`config.mk`:
```
export PLATFORM = sky130hd
export DESIGN_NAME = pale_cell
export DESIGN_NICKNAME = d
export VERILOG_FILES = /design/src/design/assert_macros.svh /design/src/design/pale_pkg.sv /design/src/design/pale_cell.sv
export SDC_FILE = /design/constraint.sdc
export NUM_CORES = 1
export LEC_CHECK = 0
export BUFFER_PORTS_ARGS = -buffer_cell sky130_fd_sc_hd__buf_2
export CAP_MARGIN = 20
export CORE_MARGIN = 4
export CORE_UTILIZATION = 42
export DETAILED_ROUTE_END_ITERATION = 16
export PLACE_DENSITY_LB_ADDON = 0.12
export SYNTH_ARGS = -nofsm -noshare
export SYNTH_HDL_FRONTEND = slang
export SYNTH_SLANG_ARGS = --single-unit
```
`constraint.sdc`:
```
create_clock -name clock -period 9.4 [get_ports clock]
set_input_delay 1.41 -clock clock [delete_from_list [all_inputs] [get_ports clock]]
set_output_delay 1.41 -clock clock [all_outputs]
set_load 0.1 [all_outputs]
```
`src/design/assert_macros.svh`:
```
// Assertion macros used by the list engine top level.
`ifndef ASSERT_MACROS_SVH
`define ASSERT_MACROS_SVH

// Check that the consequent holds in the same cycle as the trigger.
`define PALE_ASSERT_SAME(label, clk, rst, trig, cons) \
   label: assert property (@(posedge clk) disable iff (rst) (trig) |-> (cons)) \
      else $error("list engine check failed in the same cycle");

// Check that the consequent holds in the cycle after the trigger.
`define PALE_ASSERT_NEXT(label, clk, rst, trig, cons) \
   label: assert property (@(posedge clk) disable iff (rst) (trig) |=> (cons)) \
      else $error("list engine check failed one cycle later");

`endif

```
`src/design/pale_pkg.sv`:
```
// Types, codes and widths shared by the list engine modules.
package pale_pkg;

   localparam int DEPTH_DEF = 64;
   localparam int ELEM_W    = 32;
   localparam int POS_W     = 7;
   localparam int IDX_W     = 6;
   localparam int LEN_W     = 7;
   localparam int OP_W      = 3;

   // Opcodes carried on the input tuser.
   localparam logic [OP_W-1:0] OP_CREATE  = 3'd0;
   localparam logic [OP_W-1:0] OP_DISPLAY = 3'd1;
   localparam logic [OP_W-1:0] OP_INSERT  = 3'd2;
   localparam logic [OP_W-1:0] OP_DELETE  = 3'd3;
   localparam logic [OP_W-1:0] OP_SEARCH  = 3'd4;

   // Result status codes.
   typedef enum logic [1:0] {
      STAT_OK    = 2'd0,
      STAT_RANGE = 2'd1,
      STAT_MISS  = 2'd2,
      STAT_EMPTY = 2'd3
   } status_type;

   // Action broadcast to every cell of the chain.
   typedef enum logic [2:0] {
      CELL_HOLD,
      CELL_WRITE,
      CELL_INSERT,
      CELL_DELETE,
      CELL_ROTATE
   } cell_op_type;

   typedef struct packed {
      cell_op_type       op;
      logic [POS_W-1:0]  pos0;   // zero-based target position
      logic [LEN_W-1:0]  len;    // current list length
      logic [ELEM_W-1:0] value;  // data to write, or search key
   } cell_ctl_type;

endpackage

```
`src/design/pale_cell.sv`:
```
// One cell of the list chain: holds one element and compares it with the key.
module pale_cell #(
   parameter int IDX = 0
) (
   input  logic                          clock,
   input  pale_pkg::cell_ctl_type        ctl,
   input  logic [pale_pkg::ELEM_W-1:0]   left_data,
   input  logic [pale_pkg::ELEM_W-1:0]   right_data,
   input  logic [pale_pkg::ELEM_W-1:0]   head_data,
   output logic [pale_pkg::ELEM_W-1:0]   data,
   output logic                          match
);

   localparam logic [pale_pkg::LEN_W-1:0] IDX_L  = pale_pkg::LEN_W'(IDX);
   localparam logic [pale_pkg::LEN_W-1:0] NEXT_L = pale_pkg::LEN_W'(IDX + 1);

   logic [pale_pkg::ELEM_W-1:0] data_ff, data_in;
   logic                        match_ff, match_in;

   // Pick the next element from the broadcast action and the neighbors
   always_comb begin
      data_in = data_ff;
      unique case (ctl.op)
         pale_pkg::CELL_WRITE: begin
            if (IDX_L == ctl.pos0) data_in = ctl.value;
         end
         pale_pkg::CELL_INSERT: begin
            if (IDX_L == ctl.pos0) data_in = ctl.value;
            else if (IDX_L > ctl.pos0) data_in = left_data;
         end
         pale_pkg::CELL_DELETE: begin
            if (IDX_L >= ctl.pos0 && NEXT_L < ctl.len) data_in = right_data;
         end
         pale_pkg::CELL_ROTATE: begin
            if (NEXT_L < ctl.len) data_in = right_data;
            else if (NEXT_L == ctl.len) data_in = head_data;
         end
         default: data_in = data_ff;
      endcase
      // Compare only entries that lie inside the list
      match_in = (data_ff == ctl.value) && (IDX_L < ctl.len);
   end

   always_ff @(posedge clock) begin
      data_ff  <= data_in;
      match_ff <= match_in;
   end

   assign data  = data_ff;
   assign match = match_ff;

endmodule

```
==> impl.org, run 1 <==
** Outcome
- Result of the run :: finished clean

** Power
- Sequential cells account for between 40% and 50% of the total power.
- In this run switching power makes up 36.28% of total power.
- Cell Int Power :: between 200 and 300 µW
- Power spent charging and discharging nets :: 155.8 µW
- Leakage :: 0.001458 µW
- Largest voltage drop on the vdd net :: between 0.00005 and 0.00006 V
- Clock network fraction of design power :: between 20% and 30%
- Combinational logic is responsible for between 30% and 40% of the overall power.
- Overall Power :: 429.4 µW
- In this run the power density over the cells is 134.4 nW/µm².

** GRT
- The first global-routing pass estimated 10.99 mm of wire.
- The initial antenna violation count was 0.
- Largest net degree at the start of global routing :: 33
- Vias in the first global route :: approximately 2300
- The total overflow left after global routing is 0.
- GR Util All Layers :: 22.52%

** Worst setup path
- The critical path is of the in2reg type.
- Traced cell by cell, the critical path runs through buf_2, nor3b_2, and3_1, buf_4, a22o_1, a221o_1.
- Peak fanout along the critical path :: 18
- For the worst setup path, the data required time is 9.56 ns.
- STA classifies the critical path endpoint as a register.
- Crit path max-delay cell type :: sky130_fd_sc_hd__and3_1
- Data arrival time at the worst-slack endpoint :: 3.15 ns
- The worst setup path is launched from a primary input.
- On the worst path, the slowest cell contributes a delay of around 0.6 ns.

** Route
- Dividing the detail-routed wire length by the instance count gives 17.97 µm.
- After detailed routing, the number of vias per cell comes to 5.507.
- The routed layout has roughly 2300 vias.
- The first detailed-routing pass ran for 4 iterations.
- Total Routed Length :: 7.512 mm
- Total DRC errors in the routed layout :: 0
- Initial detailed-routing violation count :: ~130
- Once detail routing completed, the nets flagged for antenna violations numbered 0.

** STA
- Transition time at the pin with the least slew margin :: 0.7037 ns
- Largest clock skew in the final design :: between 0.004 and 0.005 ns
- The tightest hold path in the finished design has a slack of 0.7503 ns.
- Derived from the worst setup path, the maximum achievable clock frequency is 333.9 MHz.
- Time the worst path needs with I/O delays and setup :: 2.995 ns
- Setup repair after global routing left no endpoint under its margin.
- Setup violations remaining at the end of the flow were counted as 0.
- Number of pins with negative max-slew slack in the final report :: 0
- Portion of the clock cycle consumed by the worst path in the final layout :: 31.86%
- Headroom to the max-slew limit came out at between 50% and 60%.
- Setup total negative slack :: 0 ns
- Count of endpoints failing hold in the final timing report :: 0

** Logic synthesis
- Among all flip-flop cells after synthesis, the most frequent one is sky130_fd_sc_hd__edfxtp_1.
- By area the synthesized netlist is led by sky130_fd_sc_hd__edfxtp_1 44%, sky130_fd_sc_hd__a221o_1 15%, sky130_fd_sc_hd__xor2_1 13%, sky130_fd_sc_hd__a22o_1 12%, sky130_fd_sc_hd__buf_2 2.3%.
- Distinct cells, synth :: 25
- Sequential element share of the synthesized area :: 45.27%
- Counting every instance in the synthesized netlist gives 173.
- The number of nets in the synthesized netlist is 319.
- Yosys top cell area share :: between 40 and 50%
- After synthesis the cells add up to 2167 µm².
- Dividing the synthesized area by the synthesized cell count gives 12.53 µm².
- The largest total area in the synthesized netlist belongs to sky130_fd_sc_hd__edfxtp_1.
- In this run, synthesis inferred 32 flip-flops with an integrated enable.
- Number of warning messages in the yosys log :: 0
- The synthesized design contains 33 register bits.
- Share of synthesized registers carrying an async set or reset :: 0%

** Die
- The die is 79.83 µm tall.
- The floorplan step defined a die boundary enclosing around 6400 µm².
- The floorplan step defined a core boundary enclosing 4848 µm².
- Number of placement rows :: 25
- From left edge to right edge, the die measures 79.83 µm.
- For this configuration, the core starts out at a cell density of 44.70%.
- # IOs :: 179

** CTS
- Quantity of hold-fixing buffers added after cts :: 0
- TritonCTS built the clock tree.
- Setup fix buffers added after clock tree synthesis :: 0
- CTS saw 33 sinks.
- After clock tree synthesis, the clock-pin slew on the worst setup and hold paths is approximately 0.070 ns.
- Max H-tree Level :: 2
- Clock latency on the worst-skew pair :: 0.28 ns
- Clock tree synthesis inserted a total of 5 buffers.
- CTS max path bufs :: 2
- Post-CTS sizing :: 0
- Cell at the root of the clock tree :: sky130_fd_sc_hd__clkbuf_8

** Placement
- Once detailed placement completed, the half-perimeter wirelength came to 5.997 mm.
- Routability Congestion :: 0.8111
- Buffers placed on the I/O ports in this run total roughly 180.
- Counting tap cells, the placed design contains a total of 410 instances.

** Finish
- The repair_antennas step left the layout with diodes totalling 0.
- Compared with the post-synthesis result, the final layout area differs by 47.40%.
- The multi-input combinational cells in the finished layout cover a total of between 1000 and 1500 µm².
- The post-route netlist has around 57% of its cells at a drive strength greater than 1.
- The filler cells instantiated in the layout total between 400 and 500.
- In the final design database the tool counted 496 nets.
- FF/Latch Area :: 980.9 µm²
- The library cells used most frequently in the layout, excluding fill and tap cells, are 178 x sky130_fd_sc_hd__buf_2, 32 x sky130_fd_sc_hd__a221o_1, 32 x sky130_fd_sc_hd__xor2_1, 32 x sky130_fd_sc_hd__edfxtp_1, 30 x sky130_fd_sc_hd__a22o_1.
- Cell Count, Final, Fillers Out :: around 420
- The library cell used most frequently in the layout, excluding fill and tap cells, is sky130_fd_sc_hd__buf_2.

** Run
- Max-Cap Viols :: 0

** Worst hold path
- Type of the most critical hold path :: reg2reg
[worst paths after layout]
check | cells after the start | end | start | slack, ns
min reg2reg | 4 | match | data[2] | 0.75
min | 4 | match | data[2] | 0.75
max | 6 | data[1] | ctl[46] | 6.41
max reg2reg | 4 | match | data[14] | 7.95
[power by group through the flow]
| stage | Combinational (µW) | Sequential [µW] | Clock [µW] |
|---|---|---|---|
| 2_1_floorplan | 38.2 | 238 | 0 |
| 3_3_place_gp | 144 | 181 | 0 |
| 3_5_place_dp | 146 | 181 | 0 |
| 4_1_cts | 146 | 178 | 108 |
| 5_1_grt | 154 | 179 | 116 |
| 6_report | 146 | 178 | 106 |
[registers in the layout, indices dropped and copies added, names as in the netlist]
register / cells
match: 1
data: 32
[cells in the mapped netlist, types with 2 or more instances]
cell                       number
sky130_fd_sc_hd__a221o_1       32
sky130_fd_sc_hd__a22o_1        30
sky130_fd_sc_hd__a22o_2         2
sky130_fd_sc_hd__buf_2         10
sky130_fd_sc_hd__buf_6          3
sky130_fd_sc_hd__edfxtp_1      32
sky130_fd_sc_hd__nand2_1        3
sky130_fd_sc_hd__nand4_1        2
sky130_fd_sc_hd__nor2_1         5
sky130_fd_sc_hd__nor4_1         8
sky130_fd_sc_hd__xor2_1        32
[layout make-up]
cell class / instances / area share, %
Multi-Input combinational cell: 126 / 34.90
Inverter: 1 / 0.1175
Timing Repair Buffer: 183 / 29.06
Sequential cell: 33 / 30.71
Clock inverter: 2 / 0.3134
Clock buffer: 6 / 2.272
Tap cell: 67 / 2.624
[metal layers]
metal | vias to the layer above | track usage (%) | share of wire [%]
met2 | 109 | 40.15 | 50
li1 | 1093 | - | -
met3 | 13 | 5.305 | 8.1
met4 | 0 | 7.264 | 1.9
met1 | 1087 | 26.52 | 39
met5 | - | 0 | 0
[cells by family after synthesis]
family	Yosys count	synth area share (%)
compound gates	69	30.08
flops	33	45.27
xor+xnor	32	12.93
simple gates	25	7.679
buf+inv	14	4.041
[worst max-delay path: cells and delay by family]
family | cells | cell delay (ns)
AOI/OAI and AO/OA | 2 | 0.30
buffers and inverters | 2 | 0.48
and+or+nand+nor | 2 | 0.95
[stage by stage]
stage,setup WS (ns),util [%],instance area (µm²)
after detailed placement,6.115,64.18,3112
after global placement,6.174,64.18,3112
after global routing,6.248,65.88,3194
final,6.405,65.88,3194
after CTS,6.415,65.88,3194
after floorplan,3.677,-,2167
Note: power is estimated with default switching activity, not from simulation.
==> run 2: changes to the inputs <==
Settings changed: ABC_AREA set to 1, CORE_UTILIZATION 42 to 39.
Clock period 9.4 ns to 2.4 ns, I/O delays scaled along.
==> run 2 against run 1 <==
Net effect:
- cell count grew 65%
- combinational power rose to 7.1 times the previous value
- via count is 43% higher
- routed wire length increased by 28%
- sequential share of layout area shrank 5.4 points
- global-route usage shrank 0.69 points
- core utilization shrank 9.8 points
- synthesized area is 30% higher
- critical path depth stayed put
- largest cell class unchanged
==> impl.org, run 2 <==
** Outcome
- Result of the run :: finished clean (unchanged)

** Logic synthesis
- Number of warning messages in the yosys log :: 0 (unchanged)
- The post-synthesis sequential area ratio came to 34.94% (was 45.27%).
- Post-synth design cell area :: 2808 µm² (was 2167 µm²)
- The share of flip-flops with an asynchronous set or reset was 0% (unchanged).
- Number of synthesized register bits :: 33 (unchanged)
- Synthesized area divided by synthesized cell count :: 6.733 µm² (was 12.53 µm²)
- The area fraction of the dominant cell type after synthesis is 34.22% (was 44.34%).
- The net count of the mapped netlist is 563 (was 319).
- Cells taking the most area after synthesis :: sky130_fd_sc_hd__edfxtp_1 34%, sky130_fd_sc_hd__nand2_1 21%, sky130_fd_sc_hd__nand3_1 12%, sky130_fd_sc_hd__nand3b_1 8.8%, sky130_fd_sc_hd__inv_1 5.5% (was sky130_fd_sc_hd__edfxtp_1 44%, sky130_fd_sc_hd__a221o_1 15%, sky130_fd_sc_hd__xor2_1 13%, sky130_fd_sc_hd__a22o_1 12%, sky130_fd_sc_hd__buf_2 2.3%)
- Number of enable flip-flop cells after synthesis :: 32 (unchanged)
- The most common cell in the synthesized netlist is sky130_fd_sc_hd__nand2_1.
- Post-synthesis cell count :: 417 (was 173)
- The leading register cell type out of synthesis is sky130_fd_sc_hd__edfxtp_1 (unchanged).
- The count of unique library cells instantiated by Yosys is 23 (was 25).
- The post-synthesis cell type with the largest combined area is sky130_fd_sc_hd__edfxtp_1 (unchanged).
- Most common library cells after synthesis: 157 x sky130_fd_sc_hd__nand2_1, 68 x sky130_fd_sc_hd__nand3_1, 41 x sky130_fd_sc_hd__inv_1, 33 x sky130_fd_sc_hd__nand3b_1, 33 x sky130_fd_sc_hd__nor2_1 (was 32 x sky130_fd_sc_hd__a221o_1, 32 x sky130_fd_sc_hd__edfxtp_1, 32 x sky130_fd_sc_hd__xor2_1, 30 x sky130_fd_sc_hd__a22o_1, 10 x sky130_fd_sc_hd__buf_2).

** Placement
- Routability Congestion :: 0.8004 (was 0.8111)
- Port Buffers :: 178 (unchanged)
- The half-perimeter wire length after detailed placement is 7.597 mm (was 5.997 mm).
- Placed cell area :: 3785 µm² (was 3112 µm²)
- The cell total after placement was 682 (was 410).

** Die
- The total core area is 6907 µm² (was 4848 µm²).
- Full die area :: 8621 µm² (was 6373 µm²)
- The effective utilization at floorplan was 40.65% (was 44.70%).
- DIE HEIGHT :: 92.85 µm (was 79.83 µm)
- The overall die width is 92.85 µm (was 79.83 µm).
- The number of cell rows is 30 (was 25).
- The I/O pin total is 179 (unchanged).

** Finish
- The final design area excluding fillers is 3871 µm² (was 3194 µm²).
- Number of flip-flops under the largest register name :: 32 (unchanged)
- Share of layout cells above drive strength 1 :: 36.20% (was 56.98%)
- Most used cells in the layout excluding fill and tap cells :: 178 x sky130_fd_sc_hd__buf_2, 157 x sky130_fd_sc_hd__nand2_1, 68 x sky130_fd_sc_hd__nand3_1 (was 178 x sky130_fd_sc_hd__buf_2, 32 x sky130_fd_sc_hd__a221o_1, 32 x sky130_fd_sc_hd__xor2_1, 32 x sky130_fd_sc_hd__edfxtp_1, 30 x sky130_fd_sc_hd__a22o_1)
- Cell Count, Final, Fillers Out :: 690 (was 418)
- Area grow syn2layout :: 37.88% (was 47.40%)
- The most common cell after layout, fill and taps aside was sky130_fd_sc_hd__buf_2 (unchanged).
- Filler Cell Count :: 728 (was 416)
- Number of nets in the final layout :: 739 (was 496)
- Diode insertion count for antenna repair :: 0 (unchanged)

** CTS
- The number of sinks handled by clock tree synthesis is 33 (unchanged).
- The count of instances resized after the clock tree is built came to 0 (unchanged).
- Clock buffers created by TritonCTS :: 5 (unchanged)
- The maximum level of the CTS H-tree came to 2 (unchanged).
- CTS max path bufs :: 2 (unchanged)
- Cell at the root of the clock tree :: sky130_fd_sc_hd__clkbuf_8 (unchanged)
- The source-to-sink clock delay at the later pin of the worst-skew pair was 0.29 ns (was 0.28 ns).
- Clock transition at path regs :: 0.08 ns (was 0.07 ns)
- The clock tree from TritonCTS is built (unchanged).
- The hold-fix buffer count after cts was 0 (unchanged).
- Setup fix buffers added after clock tree synthesis :: 0 (unchanged)

** Power
- Pwr/cell area :: 579.0 nW/µm² (was 134.4 nW/µm²)
- Largest voltage drop on the vdd net :: 0.0002728 V (was 0.00005985 V)
- The leakage power came to 0.002142 µW (was 0.001458 µW).

** STA
- Count of endpoints failing hold in the final timing report :: 0 (unchanged)
- Number of pins with negative max-slew slack in the final report :: 0 (unchanged)
- The setup TNS after final layout was 0 ns (unchanged).
- The relative max-transition margin came to 33.09% (was 52.81%).
- Transition time at the pin with the least slew margin :: 0.9999 ns (was 0.7037 ns)
- For this run, the top clock speed supported by timing is around 580 MHz.
- Worst hold margin :: 0.3580 ns (was 0.7503 ns)
- Endpoints failing setup :: 0 (unchanged)
- After layout, the worst path uses 72.21% of the clock period.
- The final setup skew came to 0.007374 ns (was 0.004382 ns).
- Setup repair after global routing missed its margin :: no (unchanged)
- The clock period could shrink to 1.733 ns.

** Run
- Max-Cap Viols :: 0 (unchanged)

** GRT
- Global-route wire length before repair :: 14.87 mm (was 10.99 mm)
- The overall track demand over capacity in global routing came to 21.83% (was 22.52%).
- Vias in the first global route :: 3208 (was 2297)
- The maximum number of pins on one net before global-route repair came to 33 (unchanged).
- The total congestion overflow after global routing came to 0 (unchanged).
- The initial antenna violation count was 1 (was 0).

** Route
- Vias post-DR :: 3300 (was 2302)
- Residual antenna-violating net count after detailed routing :: 0 (unchanged)
- Initial detailed-routing violation count :: 133 (was 129)
- The average via count per standard cell is 4.783 (was 5.507).
- The detailed-route wire length is 9.581 mm (was 7.512 mm).
- Total DRC errors in the routed layout :: 0 (unchanged)
- The number of optimization iterations in the first detailed-route pass was 5 (was 4).
- Mean routed wirelength per cell :: 13.89 µm (was 17.97 µm)

** Worst setup path
- The largest driver fanout on the critical path came to 32 (was 18).
- The launching element type of the critical path is a primary input (unchanged).
- The worst endpoint required time came to 2.55 ns (was 9.56 ns).
- Crit path kind :: in2reg (unchanged)
- Nature of the critical path endpoint :: register (unchanged)
- The data arrival time of the critical path was 1.88 ns (was 3.15 ns).

** Worst hold path
- The worst min-delay path category is in2reg (was reg2reg).
## run 2: kinds of logic (layout without fill, tap and decap cells)
| family | count (synthesis) | count (layout) | share of synthesized area (%) |
|---|---|---|---|
| buffers and inverters | 62 | 239 | 9.893 |
| flip-flops | 33 | 33 | 34.94 |
| AND/OR/NAND/NOR | 309 | 309 | 50.98 |
| AO/OA/AOI/OAI | 3 | 3 | 1.070 |
| XOR/XNOR | 10 | 10 | 3.119 |
## run 2: cell type report
cell class              instances  area, µm²  share of cell area (%)
inverters                      44      165.2                   4.266
multi-input cells             322       1560                   40.30
well taps                      96      120.1                   3.103
clock inverters                 3      17.52                  0.4525
clock buffers                   5      68.82                   1.778
repair buffers                187      958.4                   24.76
flip-flops and latches         33      980.9                   25.34
## run 2: critical path: stages
cell and delay, ns:
sky130_fd_sc_hd__buf_2 0.14, sky130_fd_sc_hd__nor3_4 0.20, sky130_fd_sc_hd__inv_2 0.09, sky130_fd_sc_hd__o21ai_4 0.79, sky130_fd_sc_hd__nand2_1 0.12, sky130_fd_sc_hd__nand3b_1 0.15
## run 2: path summary, 6_finish.rpt
kind | slack (ns) | end | cells past startpoint | from
worst max-delay path | 0.67 | data[24] | 6 | ctl[46]
worst min-delay path | 0.36 | data[6] | 3 | right_data[6]
worst max register to register | 1.18 | match | 5 | data[13]
worst min register to register | 0.72 | match | 5 | data[31]
## run 2: through the flow
step	worst slack, ns	util [%]	power (µW)
finish	0.6670	56.05	2242
global route	0.5384	56.05	2349
CTS	0.6824	56.05	2256
detailed placement	0.3773	54.80	1832
global placement	0.4588	54.80	1817
floorplan	0.06883	-	1562
## run 2: where the power goes
| part | internal [µW] | switching (µW) |
|---|---|---|
| combinational | 246 | 786 |
| sequential | 729 | 52.8 |
| clock | 200 | 227 |
## run 2: metal layers
metal	GRT usage (%)	routed length (µm)
met1	24.90	3648
met2	40.61	4961
met3	4.874	800
met4	5.861	164
met5	0	7
==> run 3: changes to the inputs <==
Settings changed: ABC_AREA 1 to 0.
Clock period 2.4 ns to 1.8 ns, I/O delays scaled along.
==> run 3 against run 2 <==
Net effect:
- critical path depth fell by 1
- largest cell class unchanged
- setup slack lost 0.42 ns
- sequential power up 19%
- combinational power shrank 24%
==> impl.org, run 3 (synthesized netlist as in run 1, its figures left out) <==
** Outcome
- Result of the run :: finished clean (unchanged)

** Die
- The vertical extent of the die is 82.54 µm (was 92.85 µm).
- Area of the placeable core :: 5238 µm² (was 6907 µm²)
- The I/O pin total is 179 (unchanged).
- Initial core utilization :: 41.38% (was 40.65%)
- Number of placement rows :: 26 (was 30)
- Die outline width :: 82.54 µm (was 92.85 µm)
- Full die area :: 6813 µm² (was 8621 µm²)

** Worst setup path
- The category of the most critical setup path was in2reg (unchanged).
- The launching element type of the critical path is a primary input (unchanged).
- Crit path max-delay cell type :: sky130_fd_sc_hd__o41ai_4 (was sky130_fd_sc_hd__o21ai_4)
- Data arrival time at the worst-slack endpoint :: 1.55 ns (was 1.88 ns)
- The worst endpoint required time came to 1.80 ns (was 2.55 ns).
- Cell Chain, Critical Path: buf_2, nor4_4, nand2_1, o41ai_4, buf_12 (was buf_2, nor3_4, inv_2, o21ai_4, nand2_1, nand3b_1).
- The combined buffer and inverter count along the critical path is 2 (unchanged).
- Nature of the critical path endpoint :: register (unchanged)
- Peak fanout along the critical path :: 17 (was 32)
- Crit-path leading delay family :: simple AND/OR/NAND/NOR gates (was compound AO/OA/AOI/OAI gates)
- Critical path's largest stage delay :: 0.41 ns (was 0.79 ns)

** STA
- The final hold violation count was 0 (unchanged).
- The final max-slew violation count is 0 (unchanged).
- The final setup skew came to 0.003793 ns (was 0.007374 ns).
- Worst hold margin :: 0.2784 ns (was 0.3580 ns)
- Static timing analysis puts the maximum clock frequency at 642.7 MHz.
- Endpoints failing setup :: 0 (unchanged)
- Time the worst path needs with I/O delays and setup :: roughly 1.6 ns
- Setup repair after global routing missed its margin: no (unchanged).
- Max-slew headroom at the worst pin :: 66.89% (was 33.09%)
- Transition time at the pin with the least slew margin :: 0.5001 ns (was 0.9999 ns)
- In the finished design, the share of the clock period the worst path needs comes to 86.44%.
- The final setup slack of the worst path came to 0.2440 ns (was 0.6670 ns).

** GRT
- The overall track demand over capacity in global routing was 21.78% (was 21.83%).
- Global-route wire length before repair :: 11.01 mm (was 14.87 mm)
- Total overflow reported by the global router :: 0 (unchanged)
- Antenna violations before repair :: 0 (was 1)
- The number of global-route vias before repair came to 2350 (was 3208).
- The maximum number of pins on one net before global-route repair was 23 (was 33).

** CTS
- Post-CTS sizing :: 0 (unchanged)
- The source-to-sink clock delay at the later pin of the worst-skew pair was 0.29 ns (about the same).
- Clock transition at path regs :: 0.07 ns (was 0.08 ns)
- Setup fix buffers added after clock tree synthesis :: 0 (unchanged)
- The clock tree from TritonCTS is built (unchanged).
- Clock buffers created by TritonCTS :: 5 (unchanged)
- Quantity of hold-fixing buffers added after cts :: 0 (unchanged)
- The cell at the root of the clock tree is sky130_fd_sc_hd__clkbuf_8 (unchanged).
- Max H-tree Level :: 2 (unchanged)
- The buffer levels on the longest clock path is 2 (unchanged).
- The number of sinks handled by clock tree synthesis came to 33 (unchanged).

** Route
- Vias post-DR :: 2289 (was 3300)
- The detailed-route wire length was 7.702 mm (was 9.581 mm).
- Number of detailed-route iterations in the first pass :: 4 (was 5)
- Residual antenna-violating net count after detailed routing :: 0 (unchanged)
- The routed wire length per instance came to 18.00 µm (was 13.89 µm).
- The average via count per standard cell is 5.348 (was 4.783).
- Total DRC errors in the routed layout :: 0 (unchanged)
- The starting DRC count in detailed routing came to 73 (was 133).

** Power
- Pwr/cell area :: 721.3 nW/µm² (was 579.0 nW/µm²)
- Leakage :: 0.001518 µW (was 0.002142 µW)
- Overall Power :: 2406 µW (was 2242 µW)
- The worst ir drop on vdd is 0.0003320 V (was 0.0002728 V).

** Finish
- The post-synthesis to final-layout area growth came to 53.93% (was 37.88%).
- The footprint of the multi-input gates is 1126 µm² (was 1560 µm²).
- The fraction of layout cells with a size suffix above 1 came to 57.54% (was 36.20%).
- The diode insertion count for antenna repair came to 0 (unchanged).
- The net count reported at finish was 503 (was 739).
- Most used cells in the layout excluding fill and tap cells :: 178 x sky130_fd_sc_hd__buf_2, 32 x sky130_fd_sc_hd__a221o_1, 32 x sky130_fd_sc_hd__xor2_1, 32 x sky130_fd_sc_hd__edfxtp_1, 30 x sky130_fd_sc_hd__a22o_1 (was 178 x sky130_fd_sc_hd__buf_2, 157 x sky130_fd_sc_hd__nand2_1, 68 x sky130_fd_sc_hd__nand3_1)
- Filler Cell Count :: 463 (was 728)
- Most common cell after layout, fill and taps aside :: sky130_fd_sc_hd__buf_2 (unchanged)
- Number of flip-flops under the largest register name :: 32 (unchanged)
- Final core occ :: 63.69% (was 56.05%)
- FF/Latch Area :: 980.9 µm² (unchanged)

** Worst hold path
- Type of the most critical hold path :: in2reg (unchanged)

** Placement
- The half-perimeter wire length after detailed placement is 6.245 mm (was 7.597 mm).
- The post-place setup slack was -0.07061 ns (was 0.3773 ns).
- The number of input and output port buffers inserted was 178 (unchanged).
- The routability congestion estimate came to 0.7779 (was 0.8004).

** Run
- The max-cap violation count is 0 (unchanged).
run 3: path summary, 6_finish.rpt:
kind                       start  depth (start not counted)  slack [ns]        to
hold / removal    right_data[17]                          2        0.28  data[17]
hold reg to reg         data[18]                          4        0.72     match
setup reg to reg        data[25]                          4        0.45     match
setup / recovery         ctl[45]                          5        0.24  data[22]
run 3: where the power goes:
group	total (µW)	internal [µW]	switching, µW
logic	787	277	509
clock network	689	409	281
registers	930	903	27.2
total	2410	1590	817
run 3: through the flow:
step | std cells | setup TNS, ns | instance area (µm²)
CTS | 428 | 0 | 3336
global route | 428 | 0 | 3336
global placement | 420 | -1.335 | 3229
finish | 428 | 0 | 3336
floorplan | 173 | -16.13 | 2186
detailed placement | 420 | -3.247 | 3229
run 3: worst reg2reg max path, stage by stage (launching register included):
cell	delay (ns)
sky130_fd_sc_hd__edfxtp_1	0.43
sky130_fd_sc_hd__xor2_1	0.17
sky130_fd_sc_hd__nor4_1	0.37
sky130_fd_sc_hd__nand4_1	0.16
sky130_fd_sc_hd__nor3_1	0.14
run 3: layer usage:
metal  share of wire (%)  vias to the layer above  GRT usage (%)
li1                    -                     1104              -
met1                  39                     1064          25.42
met2                  50                      108          37.90
met3                 9.6                       13          6.291
met4                 1.8                        0          7.680
met5                   0                        -              0
run 3: final cells by class:
cell class / count / share of cell area (%)
Multi-Input combinational cell: 126 / 33.76
Timing Repair Buffer: 190 / 30.91
Sequential cell: 33 / 29.41
Tap cell: 70 / 2.626
Clock buffer: 6 / 2.176
Clock inverter: 2 / 1.013
Inverter: 1 / 0.1125
